$ cat config.mk
export PLATFORM = sky130hd
export DESIGN_NAME = adc_ladder_key_debouncer_core
export DESIGN_NICKNAME = d
export VERILOG_FILES = /design/src/akd_pkg.sv /design/src/akd_decode.sv /design/src/akd_track.sv /design/src/adc_ladder_key_debouncer_core.sv
export SDC_FILE = /design/constraint.sdc
export NUM_CORES = 1
export LEC_CHECK = 0
export BUFFER_PORTS_ARGS = -buffer_cell sky130_fd_sc_hd__buf_4
export CAP_MARGIN = 10
export CORE_UTILIZATION = 30
export CTS_CLUSTER_SIZE = 12
export DETAILED_ROUTE_END_ITERATION = 8
export PLACE_DENSITY = 0.57
export RECOVER_POWER = 25
export SYNTH_ARGS = -nofsm -noshare
export SYNTH_HDL_FRONTEND = slang
export SYNTH_HIERARCHICAL = 1
export SYNTH_SLANG_ARGS = --single-unit
export TNS_END_PERCENT = 10
$ cat constraint.sdc
create_clock -name i_clk -period 3.35 [get_ports i_clk]
set_clock_uncertainty 0.05 [all_clocks]
set_input_delay 0.1675 -clock i_clk [delete_from_list [all_inputs] [get_ports i_clk]]
set_output_delay 0.1675 -clock i_clk [all_outputs]
set_load 0.05 [all_outputs]
$ cat src/akd_pkg.sv
// ----------------------------------------------------------------------------
// akd_pkg
// Shared types and constants for the ADC ladder key debouncer.
// ----------------------------------------------------------------------------
`default_nettype none

package akd_pkg;

    // Key codes shared by decode, tracking and the output ports
    typedef enum logic [2:0] {
        BTN_NONE   = 3'd0,
        BTN_ADD    = 3'd1,
        BTN_DOWN   = 3'd2,
        BTN_REDUCE = 3'd3,
        BTN_BACK   = 3'd4,
        BTN_ENTER  = 3'd5
    } t_key;

    localparam int BOUND_BITS  = 12;
    localparam int WIN_BITS    = 2 * BOUND_BITS;
    localparam int TARGET_BITS = 4;
    localparam int CFG_IDX_BITS = 3;

    // One inclusive window: high bound in the upper half, low in the lower
    typedef struct packed {
        logic [BOUND_BITS-1:0] hi;
        logic [BOUND_BITS-1:0] lo;
    } t_window;

    typedef struct packed {
        t_window add_win;
        t_window reduce_win;
        t_window enter_win;
        t_window back_win;
        t_window down_win;
    } t_win_set;

    // Result of one tracker step
    typedef struct packed {
        t_key event_key;
        logic held;
    } t_track_res;

    // Configuration register indexes
    localparam logic [CFG_IDX_BITS-1:0] CFG_ADD_WIN    = 3'd0;
    localparam logic [CFG_IDX_BITS-1:0] CFG_REDUCE_WIN = 3'd1;
    localparam logic [CFG_IDX_BITS-1:0] CFG_ENTER_WIN  = 3'd2;
    localparam logic [CFG_IDX_BITS-1:0] CFG_BACK_WIN   = 3'd3;
    localparam logic [CFG_IDX_BITS-1:0] CFG_DOWN_WIN   = 3'd4;
    localparam logic [CFG_IDX_BITS-1:0] CFG_STABLE_TGT = 3'd5;

    // Reset values of the configuration registers
    localparam logic [WIN_BITS-1:0]    RST_ADD_WIN    = 24'h708578;
    localparam logic [WIN_BITS-1:0]    RST_REDUCE_WIN = 24'h3841F4;
    localparam logic [WIN_BITS-1:0]    RST_ENTER_WIN  = 24'hCE4BB8;
    localparam logic [WIN_BITS-1:0]    RST_BACK_WIN   = 24'h89876C;
    localparam logic [WIN_BITS-1:0]    RST_DOWN_WIN   = 24'h190032;
    localparam logic [TARGET_BITS-1:0] RST_STABLE_TGT = 4'd3;

endpackage

`default_nettype wire

$ cat src/akd_decode.sv
// ----------------------------------------------------------------------------
// akd_decode
// Maps one ADC sample to a raw key through five prioritized windows.
// ----------------------------------------------------------------------------
`default_nettype none

module akd_decode
    import akd_pkg::*;
#(
    parameter int SAMPLE_BITS = 12
) (
    input  wire logic [SAMPLE_BITS-1:0] i_sample,
    input  wire t_win_set               i_wins,
    output t_key                        o_raw_key
);

    localparam int CMP_BITS = (SAMPLE_BITS > BOUND_BITS) ? SAMPLE_BITS : BOUND_BITS;

    logic [CMP_BITS-1:0] sample_ext;

    assign sample_ext = CMP_BITS'(i_sample);

    function automatic logic in_win(input logic [CMP_BITS-1:0] s, input t_window w);
        logic [CMP_BITS-1:0] lo_ext;
        logic [CMP_BITS-1:0] hi_ext;
        lo_ext = CMP_BITS'(w.lo);
        hi_ext = CMP_BITS'(w.hi);
        return (s >= lo_ext) && (s <= hi_ext);
    endfunction

    // Fixed priority: add, reduce, enter, back, down
    always_comb begin
        priority if (in_win(sample_ext, i_wins.add_win)) begin
            o_raw_key = BTN_ADD;
        end else if (in_win(sample_ext, i_wins.reduce_win)) begin
            o_raw_key = BTN_REDUCE;
        end else if (in_win(sample_ext, i_wins.enter_win)) begin
            o_raw_key = BTN_ENTER;
        end else if (in_win(sample_ext, i_wins.back_win)) begin
            o_raw_key = BTN_BACK;
        end else if (in_win(sample_ext, i_wins.down_win)) begin
            o_raw_key = BTN_DOWN;
        end else begin
            o_raw_key = BTN_NONE;
        end
    end

endmodule

`default_nettype wire

$ cat src/akd_track.sv
// ----------------------------------------------------------------------------
// akd_track
// Debounce state: last raw key, saturating stability counter, pressed flag.
// ----------------------------------------------------------------------------
`default_nettype none

module akd_track
    import akd_pkg::*;
(
    input  wire logic                   i_clk,
    input  wire logic                   i_rst_n,
    input  wire logic                   i_step,
    input  wire t_key                   i_raw_key,
    input  wire logic [TARGET_BITS-1:0] i_target,
    output t_track_res                  o_res
);

    t_key                   r_prev_key, n_prev_key;
    logic [TARGET_BITS-1:0] r_count, n_count;
    logic                   r_pressed, n_pressed;
    t_key                   event_key;

    // Next state for the transaction in flight
    always_comb begin
        n_prev_key = r_prev_key;
        n_count    = r_count;
        n_pressed  = r_pressed;
        event_key  = BTN_NONE;
        if (i_raw_key == r_prev_key) begin
            if (r_count < i_target) begin
                n_count = r_count + 1'b1;
            end
            if (n_count >= i_target) begin
                if (i_raw_key != BTN_NONE && !r_pressed) begin
                    n_pressed = 1'b1;
                    event_key = i_raw_key;
                end else if (i_raw_key == BTN_NONE && r_pressed) begin
                    n_pressed = 1'b0;
                end
            end
        end else begin
            n_prev_key = i_raw_key;
            n_count    = '0;
        end
    end

    always_ff @(posedge i_clk) begin
        if (!i_rst_n) begin
            r_prev_key <= BTN_NONE;
            r_count    <= '0;
            r_pressed  <= 1'b0;
        end else if (i_step) begin
            r_prev_key <= n_prev_key;
            r_count    <= n_count;
            r_pressed  <= n_pressed;
        end
    end

    assign o_res.event_key = event_key;
    assign o_res.held      = n_pressed;

endmodule

`default_nettype wire

$ cat src/adc_ladder_key_debouncer_core.sv
// An accepted sample passes from the input register through decode and tracking
// into the result register, which holds it until it is taken.
// Throughput: one sample per cycle; the input register and the result register
// advance together whenever the result register is empty or being taken.
// Reset (synchronous, active low) empties both registers, clears the debounce
// state and loads the default key windows and stable target.
// ----------------------------------------------------------------------------
// adc_ladder_key_debouncer_core
// Resistor-ladder five-way key decoder with press debouncing.
// ----------------------------------------------------------------------------
`default_nettype none

module adc_ladder_key_debouncer_core
    import akd_pkg::*;
#(
    parameter int SAMPLE_BITS = 12
) (
    input  wire logic                    i_clk,
    input  wire logic                    i_rst_n,
    // configuration writes
    input  wire logic                    i_cfg_we,
    input  wire logic [CFG_IDX_BITS-1:0] i_cfg_index,
    input  wire logic [WIN_BITS-1:0]     i_cfg_wdata,
    // sample channel
    input  wire logic                    i_in_valid,
    output      logic                    o_in_ready,
    input  wire logic [SAMPLE_BITS-1:0]  i_adc_sample,
    // result channel
    output      logic                    o_out_valid,
    input  wire logic                    i_out_ready,
    output      logic [2:0]              o_key_event,
    output      logic [2:0]              o_raw_key,
    output      logic                    o_held
);

    t_win_set               r_wins;
    logic [TARGET_BITS-1:0] r_target;
    logic                   r_in_valid;
    logic [SAMPLE_BITS-1:0] r_sample;
    logic                   r_out_valid;
    t_key                   r_event_key;
    t_key                   r_raw_key;
    logic                   r_held;
    logic                   advance;
    logic                   step;
    t_key                   raw_key;
    t_track_res             track_res;

    // Configuration registers
    always_ff @(posedge i_clk) begin
        if (!i_rst_n) begin
            r_wins.add_win    <= RST_ADD_WIN;
            r_wins.reduce_win <= RST_REDUCE_WIN;
            r_wins.enter_win  <= RST_ENTER_WIN;
            r_wins.back_win   <= RST_BACK_WIN;
            r_wins.down_win   <= RST_DOWN_WIN;
            r_target          <= RST_STABLE_TGT;
        end else if (i_cfg_we) begin
            unique case (i_cfg_index)
                CFG_ADD_WIN:    r_wins.add_win    <= i_cfg_wdata;
                CFG_REDUCE_WIN: r_wins.reduce_win <= i_cfg_wdata;
                CFG_ENTER_WIN:  r_wins.enter_win  <= i_cfg_wdata;
                CFG_BACK_WIN:   r_wins.back_win   <= i_cfg_wdata;
                CFG_DOWN_WIN:   r_wins.down_win   <= i_cfg_wdata;
                CFG_STABLE_TGT: r_target          <= i_cfg_wdata[TARGET_BITS-1:0];
                default: ;
            endcase
        end
    end

    // Pipeline moves when the result register is free or being drained
    assign advance    = !r_out_valid || i_out_ready;
    assign o_in_ready = !r_in_valid || advance;
    assign step       = r_in_valid && advance;

    // Input register
    always_ff @(posedge i_clk) begin
        if (!i_rst_n) begin
            r_in_valid <= 1'b0;
        end else if (o_in_ready) begin
            r_in_valid <= i_in_valid;
        end
    end

    always_ff @(posedge i_clk) begin
        if (i_in_valid && o_in_ready) begin
            r_sample <= i_adc_sample;
        end
    end

    akd_decode #(
        .SAMPLE_BITS (SAMPLE_BITS)
    ) u_decode (
        .i_sample  (r_sample),
        .i_wins    (r_wins),
        .o_raw_key (raw_key)
    );

    akd_track u_track (
        .i_clk     (i_clk),
        .i_rst_n   (i_rst_n),
        .i_step    (step),
        .i_raw_key (raw_key),
        .i_target  (r_target),
        .o_res     (track_res)
    );

    // Result register
    always_ff @(posedge i_clk) begin
        if (!i_rst_n) begin
            r_out_valid <= 1'b0;
        end else if (advance) begin
            r_out_valid <= r_in_valid;
        end
    end

    always_ff @(posedge i_clk) begin
        if (step) begin
            r_event_key <= track_res.event_key;
            r_raw_key   <= raw_key;
            r_held      <= track_res.held;
        end
    end

    assign o_out_valid = r_out_valid;
    assign o_key_event = r_event_key;
    assign o_raw_key   = r_raw_key;
    assign o_held      = r_held;

endmodule

`default_nettype wire
==> flow_metrics.tcl, run 1 <==
set metrics [dict create \
    period_share_pct 97.47 \
    slew_viol_final 23 \
    maxCapViolCount 1 \
    grt_start_max_net_pins 86 \
    path_class "flop to flop" \
    synth_most_common_cell "dfxtp_1" \
    io_buffers 52 \
    slew_headroom_pct -33.13 \
    synth-seq-cells 153 \
    synth_top_area_share_pct 29.29 \
    drtAntennaViolNets 0 \
    ff2ff_setup_slack_ns 0.08 \
    final_util_pct 38.65 \
    r2r-start "r_sample[9]" \
    slowest_stage "edfxtp_1" \
    root_buffer "clkbuf_16" \
    syn_area_um2 9158 \
    yosys-top-cells-area "dfxtp_1 (29%), ha_1 (17%), mux2i_1 (14%), edfxtp_1 (6.2%), nor2b_1 (5.5%)" \
    syn-num-nets 1147 \
    cts_buffers 17 \
    worst_setup_path_start_kind "flop" \
    synthTopCellsByCount "dfxtp_1 (134), ha_1 (128), mux2i_1 (127), inv_1 (124), nand2_1 (112)" \
    grt_pass1_wl_mm 36.00 \
    reg2reg_depth 13 \
    path_common_cell "a21o_1" \
    synth_cell_types 55 \
    clock-sinks 153 \
    nFillCells 2984 \
    ir_worst_vdd_mv 0.2910 \
    die_area_um2 31230 \
    p_per_area_nw_per_um2 399.1 \
    crit_chain "buf_6 > ha_1 > a21o_1 > a21o_1 > a21o_1 > a211oi_4 > or2_4 > o221ai_4 > xor2_2 > nor3_2 > buf_4 > nand2_4 > mux2_4" \
    routedWlPerCell_um 15.11 \
    worstMarginPinSlew_ns 1.997 \
    cts.path.max_buffers 2 \
    hold_ws_ns 0.01852 \
    io_pins 53 \
    cp-end-kind "flop" \
    failed_checks "capacitance limit, slew limit" \
    synthCells 975 \
    antenna_found_initial 0 \
    die_h_um 176.7 \
    die-width_um 176.7 \
    p_clk_share_pct 41.9 \
    drc 0 \
    layout.nets 1259 \
    cp_data_arrival_time_ns 3.38 \
    cp-endpoint "o_held" \
    hold_viol 0 \
    grt_pass1_vias 6710 \
    startpoint "r_sample[9]" \
    yosysTopAreaCell "dfxtp_1" \
    overflow 0 \
    clk_pin_slew_ns 0.06 \
    finalCriticalPeriod_ns 3.265 \
    core_area_um2 29800 \
    synth_ff_type "dfxtp_1" \
    setup_viol 0 \
    sw_frac_of_total_pct 25.47 \
    viasPerCell 4.589 \
    combPwrFrac_pct 15.8 \
    syn_area_per_cell_um2 9.392 \
    critPathTopFamily "compound AO/OA/AOI/OAI gates" \
    p_leak_nw 5.505 \
    intPower_w 0.003425 \
    insertion_delay_ns 0.42 \
    cts_tree "yes" \
    area_growth_pct 25.74 \
    htreeDepth 4 \
    outcome "finished, violations left" \
    n_antenna_cell 0 \
    drive_gt1_share_pct 16.01 \
    yosysWarnings 6 \
    path_max_fanout 4 \
    firstDrtPassIters 4 \
    place_congestion 0.8490 \
    cp.depth 13 \
    p_sw_w 0.001170 \
    pwr-share-seq_pct 42.2 \
    max_freq_mhz 306.3 \
    initial_core_util_pct 30.73 \
    routed_wirelength_mm 22.51 \
    worst-endpoint-required_ns 3.47 \
    fp-row-count 63 \
    reg2reg_to "o_held" \
    dp_hpwl_mm 16.13 \
    async_flop_share_pct 0 \
    hold_class "input pin to flop" \
    drt_iter0_drc 422 \
    synth_edf_count 19 \
    cpPeakStageDelay_ns 0.44 \
    crit_buf_inv 2 \
    vias 6833 \
    grt_usage_pct 14.87 \
    seq_area_frac_synth_pct 35.52 \
]
cells by family (layout without fill, tap and decap cells):
group / Yosys count / count (layout) / synth area share (%)
compound gates: 120 / 120 / 8.840
xor+xnor: 6 / 6 / 0.5738
fa+ha+maj: 128 / 128 / 17.49
buf+inv: 164 / 288 / 7.446
flops: 153 / 153 / 35.52
mux: 129 / 129 / 14.13
simple gates: 275 / 275 / 16.00
worst min-delay path, cell delays in order:
cell and delay [ns]:
buf_4 0.10, nor2b_1 0.06, mux2i_1 0.11
how the worst min path moves through the flow:
stage / end / from / cells after the start / slack, ns
after floorplan: r_sample[0] / i_adc_sample[0] / 0 / 0.22
after global placement: r_sample[6] / i_adc_sample[6] / 1 / 0.30
after detailed placement: r_sample[6] / i_adc_sample[6] / 1 / 0.30
after CTS: r_wins[55] / i_cfg_wdata[7] / 3 / 0.004
after global routing: r_wins[79] / i_cfg_wdata[7] / 3 / 0.02
final: r_wins[55] / i_cfg_wdata[7] / 3 / 0.02
per-layer routing:
| metal | up-vias | global-route usage, % | part of all wire, % |
|---|---|---|---|
| li1 | 3563 | - | - |
| met1 | 3202 | 20.17 | 50 |
| met2 | 55 | 24.26 | 47 |
| met3 | 13 | 2.341 | 2.0 |
| met4 | 0 | 4.131 | 1.0 |
| met5 | - | 0 | 0 |
per-stage QoR:
step	worst slack [ns]	total power (W)	std cells	setup TNS, ns	instance area [µm²]
6_report	0.08477	0.004595	1489	0	11510
3_3_place_gp	-0.01975	0.002594	1417	-0.02994	10210
2_1_floorplan	0.06189	0.002360	975	0	9170
4_1_cts	0.01559	0.004578	1481	0	11160
3_5_place_dp	-0.08853	0.002601	1417	-0.2198	10210
5_1_grt	-0.04896	0.004791	1489	-0.1250	11510
placed cells by master (no fill, tap or decap), drive strengths merged, types with 4 or more instances in the layout:
cell type | Yosys | routed
xor2 | 6 | 6
nor2 | 11 | 11
a21o | 32 | 32
clkbuf | 22 | 43
clkinv | 0 | 4
nor3 | 6 | 6
nand4 | 20 | 20
mux2i | 127 | 127
nand3 | 7 | 7
nand2 | 112 | 112
inv | 124 | 125
a21oi | 39 | 39
nor2b | 80 | 80
nand2b | 10 | 10
buf | 18 | 80
o21ai | 13 | 13
o211ai | 6 | 6
and4 | 4 | 4
dlygate4sd3 | 0 | 33
dfxtp | 134 | 134
edfxtp | 19 | 19
nor3b | 4 | 4
o21a | 4 | 4
ha | 128 | 128
state kept, by name, indices dropped and copies added, names as in the netlist:
register	cells
r_in_valid	1
u_track/r_pressed	1
u_track/r_prev_key	3
r_sample	12
r_target	4
o_key_event	3
u_track/r_count	4
o_out_valid	1
o_raw_key	3
r_wins	120
o_held	1
cell type report:
type                    count  area, µm²  area share, %
inverters                 124      465.4          4.042
multi-input cells         658       5614          48.76
well taps                 390      488.0          4.238
clock inverters             8      93.84         0.8150
clock buffers              23      489.2          4.249
repair buffers            133       1111          9.649
flip-flops and latches    153       3253          28.25
power groups by stage:
stage | Sequential, W | Clock (W) | Combinational [W]
after detailed placement | 0.00198 | 0 | 0.000617
final | 0.00194 | 0.00193 | 0.000728
after global routing | 0.00195 | 0.00204 | 0.000804
after global placement | 0.00198 | 0 | 0.000610
after floorplan | 0.00200 | 0 | 0.000356
after CTS | 0.00194 | 0.00197 | 0.000664
timing repair:
| action | 4_1_cts | 5_1_grt |
|---|---|---|
| endpoints found under the setup margin | 7 | 9 |
| hold buffers | 33 | 0 |
| endpoints found under the hold margin | 44 | 0 |
| resized for setup | 6 | 63 |
| pin swaps | 3 | 24 |
| setup buffers | 0 | 8 |
(Power assumes the default switching activity.)
==> run 2: changes to the inputs <==
==> constraint.sdc (replaced) <==
create_clock -name i_clk -period 3.35 [get_ports i_clk]
set_clock_uncertainty 0.05 [all_clocks]
set_input_delay 0.67 -clock i_clk [delete_from_list [all_inputs] [get_ports i_clk]]
set_output_delay 0.67 -clock i_clk [all_outputs]
set_load 0.05 [all_outputs]
==> flow_metrics.tcl, run 2 (synthesized netlist as in run 1, its figures left out) <==
set metrics [dict create \
    p_clk_share_pct 45.8 \
    routed_wirelength_mm 22.19 \
    cts_buffers 17 \
    clk_pin_slew_ns 0.07 \
    clock-sinks 153 \
    root_buffer "clkbuf_16" \
    cp_data_arrival_time_ns 3.53 \
    p_leak_nw 5.361 \
    routedWlPerCell_um 15.24 \
    ff2ff_setup_slack_ns 0.12 \
    worst_setup_path_start_kind "flop" \
    finalCriticalPeriod_ns 3.229 \
    drt_iter0_drc 343 \
    sw_frac_of_total_pct 25.10 \
    vias 6727 \
    outcome "finished, violations left" \
    final-seq-area_um2 3253 \
    nFillCells 2989 \
    die-width_um 176.7 \
    firstDrtPassIters 4 \
    slowest_stage "edfxtp_1" \
    viasPerCell 4.620 \
    top_register "r_wins" \
    dp.cells 1423 \
    p_sw_w 0.001205 \
    grt_usage_pct 14.85 \
    multi_input_area_um2 5435 \
    cts.path.max_buffers 2 \
    hold_depth 1 \
    slew_viol_final 42 \
    period_share_pct 96.38 \
    initial_core_util_pct 30.73 \
    grt_start_max_net_pins 59 \
    n_antenna_cell 0 \
    ir_worst_vdd_mv 0.3187 \
    grt_setup_unrepaired "true" \
    final_util_pct 37.14 \
    mostFrequentLayoutCell "dfxtp_1" \
    failed_checks "capacitance limit, slew limit" \
    layout.nets 1225 \
    hold_class "input pin to flop" \
    p_per_area_nw_per_um2 433.9 \
    combPwrFrac_pct 13.7 \
    largest_register_ffs 120 \
    stdcell_area_um2 11070 \
    cts_hold_buf 0 \
    grt_pass1_wl_mm 35.82 \
    layout_common_cells "dfxtp_1 (134), mux2i_1 (127), inv_1 (124), ha_1 (124), nand2_1 (111)" \
    die_h_um 176.7 \
    path_max_fanout 6 \
    htreeDepth 4 \
    cp-end-kind "flop" \
    max_freq_mhz 309.7 \
    drive_gt1_share_pct 14.82 \
    reg_top3 "r_wins (120), r_sample (12)" \
    place_congestion 0.8101 \
    pwr-share-seq_pct 40.4 \
    drtAntennaViolNets 0 \
    reg2reg_depth 11 \
    final_cells 1456 \
    overflow 0 \
    drc 0 \
    placed_area_um2 10230 \
    startpoint "r_sample[2]" \
    hold_start "i_adc_sample[4]" \
    worst-endpoint-required_ns 3.65 \
    antenna_found_initial 0 \
    cts_tree "yes" \
    finalPower_w 0.004802 \
    cpPeakStageDelay_ns 0.54 \
    setup_viol 0 \
    fp-row-count 63 \
    area_growth_pct 20.85 \
    maxCapViolCount 2 \
    crit_chain "buf_6 > ha_1 > a211o_1 > a211oi_4 > or2_4 > o221ai_2 > xor2_1 > nor3_2 > nand2_2 > or4_1 > a31oi_1" \
    core_area_um2 29800 \
    io_pins 53 \
    hold_ws_ns 0.3827 \
    worstMarginPinSlew_ns 2.033 \
    dp_hpwl_mm 16.44 \
    die_area_um2 31230 \
    insertion_delay_ns 0.43 \
    grt_pass1_vias 6757 \
    io_buffers 52 \
    hold_viol 0 \
    r2r-start "r_sample[2]" \
    path_class "flop to flop" \
    intPower_w 0.003596 \
    slew_headroom_pct -35.53 \
]
[run 2: cell count changes in the layout (fill, tap and decap cells not counted), moves of 3 or more]
| cell | before | now |
|---|---|---|
| clkinv_2 | 4 | 1 |
| a21oi_2 | 10 | 7 |
| buf_6 | 9 | 6 |
| buf_4 | 69 | 73 |
| a21oi_1 | 28 | 32 |
| dlygate4sd3_1 | 33 | 0 |
| ha_4 | 9 | 4 |
| ha_1 | 119 | 124 |
[run 2: final cells by class]
cell class / count / share of cell area (%)
Multi-Input combinational cell: 658 / 49.11
Sequential cell: 153 / 29.40
Timing Repair Buffer: 99 / 6.727
Clock buffer: 21 / 4.545
Tap cell: 390 / 4.409
Inverter: 124 / 4.206
Clock inverter: 11 / 1.605
[run 2: layer usage]
layer  GRT usage [%]  up-vias  part of all wire [%]
met5               0        -                     0
met4           4.310        0                   1.4
met3           1.954       20                   2.1
met2           24.71       63                    46
met1           19.95     3154                    50
li1                -     3490                     -
[run 2: path summary, 6_finish.rpt]
check	to
max	u_track/r_count[3]
min reg2reg	r_wins[54]
max reg2reg	u_track/r_count[3]
min	r_sample[4]
[run 2: worst max-delay path, delay by kind of cell (launching register included)]
| family | cells | cell delay [ns] |
|---|---|---|
| AO/OA/AOI/OAI | 4 | 0.94 |
| adder cells (fa/ha/maj) | 1 | 0.28 |
| buffers and inverters | 1 | 0.20 |
| flip-flops | 1 | 0.54 |
| AND/OR/NAND/NOR | 4 | 0.95 |
| XOR/XNOR | 1 | 0.17 |
[run 2: per-stage QoR]
| step | TNS (ns) | worst slack (ns) |
|---|---|---|
| floorplan | 0 | 0.06189 |
| finish | 0 | 0.1212 |
| detailed placement | -0.1315 | -0.06328 |
| CTS | 0 | 0.005500 |
| global placement | 0 | 0.08167 |
| global route | -0.1794 | -0.04234 |
[run 2: power by group through the flow]
stage	Clock (W)	Combinational (W)	Sequential [W]
floorplan	0	0.000356	0.00200
global placement	0	0.000615	0.00198
detailed placement	0	0.000623	0.00198
CTS	0.00225	0.000633	0.00194
global route	0.00233	0.000733	0.00195
finish	0.00220	0.000659	0.00194
[run 2: timing repair]
item                       in CTS  in global routing
pin swaps                       3                 17
setup buffers                   0                  1
resized for setup               6                 32
setup endpoints to repair       3                  8
==> run 3: changes to the inputs <==
--- a/config.mk
+++ b/config.mk
@@ -5,12 +5,13 @@
 export SDC_FILE = /design/constraint.sdc
 export NUM_CORES = 1
 export LEC_CHECK = 0
-export BUFFER_PORTS_ARGS = -buffer_cell sky130_fd_sc_hd__buf_4
 export CAP_MARGIN = 10
 export CORE_UTILIZATION = 30
+export CTS_BUF_LIST = sky130_fd_sc_hd__clkbuf_2
 export CTS_CLUSTER_SIZE = 12
 export DETAILED_ROUTE_END_ITERATION = 8
-export PLACE_DENSITY = 0.57
+export DONT_BUFFER_PORTS = 1
+export PLACE_DENSITY = 0.55
 export RECOVER_POWER = 25
 export SYNTH_ARGS = -nofsm -noshare
 export SYNTH_HDL_FRONTEND = slang
==> flow_metrics.tcl, run 3 (synthesized netlist as in run 1, its figures left out) <==
set metrics [dict create \
    mostFrequentLayoutCell "dfxtp_1" \
    core_area_um2 29800 \
    reg_top3 "r_wins (120), r_sample (12)" \
    max_freq_mhz 295.5 \
    grt_start_max_net_pins 148 \
    worst_setup_path_start_kind "flop" \
    dr_wl_met3_um 688 \
    initial_core_util_pct 30.73 \
    worstMarginPinSlew_ns 1.501 \
    setup_viol 2 \
    root_buffer "clkbuf_2" \
    p_sw_w 0.001212 \
    fin_ws_ns -0.03390 \
    layout.nets 1222 \
    cts_tree "yes" \
    firstDrtPassIters 5 \
    worst-endpoint-required_ns 3.88 \
    htreeDepth 4 \
    reg2reg_depth 13 \
    largest_register_ffs 120 \
    cp_data_arrival_time_ns 3.91 \
    hold_depth 2 \
    final_util_pct 36.00 \
    place_congestion 0.8265 \
    clock-sinks 153 \
    hold_class "input pin to flop" \
    die_h_um 176.7 \
    sw_frac_of_total_pct 33.01 \
    top_register "r_wins" \
    period_share_pct 101.0 \
    io_buffers 0 \
    grt_setup_unrepaired "true" \
    cts.path.max_buffers 2 \
    vias 6733 \
    die-width_um 176.7 \
    ff2ff_setup_slack_ns -0.03 \
    fin_tns_setup_ns -0.05375 \
    dp_hpwl_mm 16.13 \
    slew_headroom_pct -0.09840 \
    cp-end-kind "flop" \
    path_class "flop to flop" \
    drtAntennaViolNets 0 \
    ir_worst_vdd_mv 0.1725 \
    finalCriticalPeriod_ns 3.384 \
    wl_met1_mm 11.61 \
    grt_pass1_vias 6684 \
    hold_viol 0 \
    met2_length_mm 10.79 \
    slew_viol_final 17 \
    outcome "finished, violations left" \
    routed_wirelength_mm 23.43 \
    io_pins 53 \
    grt_usage_pct 15.54 \
    path_max_fanout 4 \
    routed.top_layer "met4" \
    failed_checks "capacitance limit, slew limit, setup timing" \
    cts_buffers 17 \
    intPower_w 0.002459 \
    viasPerCell 4.621 \
    drive_gt1_share_pct 11.76 \
    p_leak_nw 5.170 \
    nFillCells 3038 \
    grt_pass1_wl_mm 37.01 \
    combPwrFrac_pct 17.5 \
    drt_iter0_drc 384 \
    die_area_um2 31230 \
    routedWlPerCell_um 16.08 \
    drc 0 \
    layout_common_cells "dfxtp_1 (134), ha_1 (128), mux2i_1 (127), inv_1 (123), nand2_1 (110)" \
    pwr-share-seq_pct 53.5 \
    maxCapViolCount 1 \
    clk_pin_slew_ns 0.31 \
    fp-row-count 63 \
    area_growth_pct 17.15 \
    antenna_found_initial 5 \
    overflow 0 \
    p_clk_share_pct 29.0 \
    p_per_area_nw_per_um2 342.2 \
    insertion_delay_ns 0.81 \
]
==> run 3: changes by cell type in the layout (fill, tap and decap cells not counted), sizes merged, moves of 3 or more <==
| cell | previous run | this run |
|---|---|---|
| clkinvlp | 0 | 3 |
| diode | 0 | 4 |
| buf | 80 | 53 |
| clkbuf | 40 | 18 |
| dlygate4sd3 | 0 | 42 |
| inv | 128 | 134 |
| bufinv | 4 | 0 |
==> run 3: cell type report <==
cell class,count,area (µm²),share of cell area (%)
tap,390,488.0,4.549
clock inverter,15,150.1,1.400
inverter,124,465.4,4.339
antenna,4,10.01,0.09331
multi-input combinational,658,5423,50.55
sequential,153,3253,30.32
clock buffer,17,85.08,0.7931
timing repair buffer,96,853.3,7.954
==> run 3: final timing paths <==
kind                 end            start
max               o_held      r_sample[1]
min           r_wins[42]  i_cfg_wdata[18]
max reg2reg       o_held      r_sample[1]
min reg2reg  r_wins[119]      r_wins[119]
==> run 3: power by group through the flow <==
stage / Combinational (W) / Sequential (W) / Clock, W
after detailed placement: 0.000504 / 0.00200 / 0
after global routing: 0.000713 / 0.00197 / 0.00119
after global placement: 0.000497 / 0.00200 / 0
final: 0.000644 / 0.00196 / 0.00106
after floorplan: 0.000356 / 0.00200 / 0
after CTS: 0.000616 / 0.00197 / 0.00112
==> run 3: layer usage <==
| layer | GRT usage, % | up-vias |
|---|---|---|
| met1 | 20.89 | 3111 |
| met2 | 25.42 | 96 |
| li1 | - | 3502 |
| met4 | 4.203 | 0 |
| met5 | 0 | - |
| met3 | 2.749 | 24 |
==> run 3: worst max-delay path, cell delays in order (launching register included) <==
cell	delay, ns
edfxtp_1	0.53
buf_4	0.20
ha_1	0.31
nor2b_1	0.13
o211ai_1	0.19
a21o_1	0.17
a21oi_2	0.09
or2_2	0.34
o211a_1	0.17
xor2_1	0.16
nor3_2	0.24
buf_4	0.18
nand2_2	0.08
mux2_2	0.29
==> run 3: stage by stage <==
step	instance area, µm²	hold WS (ns)	power, W	worst slack (ns)	std cells
floorplan	9170	0.3847	0.002360	0.06189	975
global placement	9809	0.3928	0.002498	-0.04559	1368
detailed placement	9809	0.3961	0.002507	-0.1183	1368
CTS	10570	0.001205	0.003706	-0.02350	1448
global route	10730	-0.006548	0.003879	-0.1734	1457
finish	10730	0.07503	0.003671	-0.03390	1457
==> run 3: repair_timing <==
| action | 4_1_cts | 5_1_grt |
|---|---|---|
| endpoints found under the setup margin | 6 | 9 |
| resized for setup | 9 | 26 |
| endpoints found under the hold margin | 141 | 0 |
| buffers inserted | 5 | 5 |
| cloned | 0 | 0 |
| pin swaps | 9 | 10 |
| hold buffers | 43 | 0 |
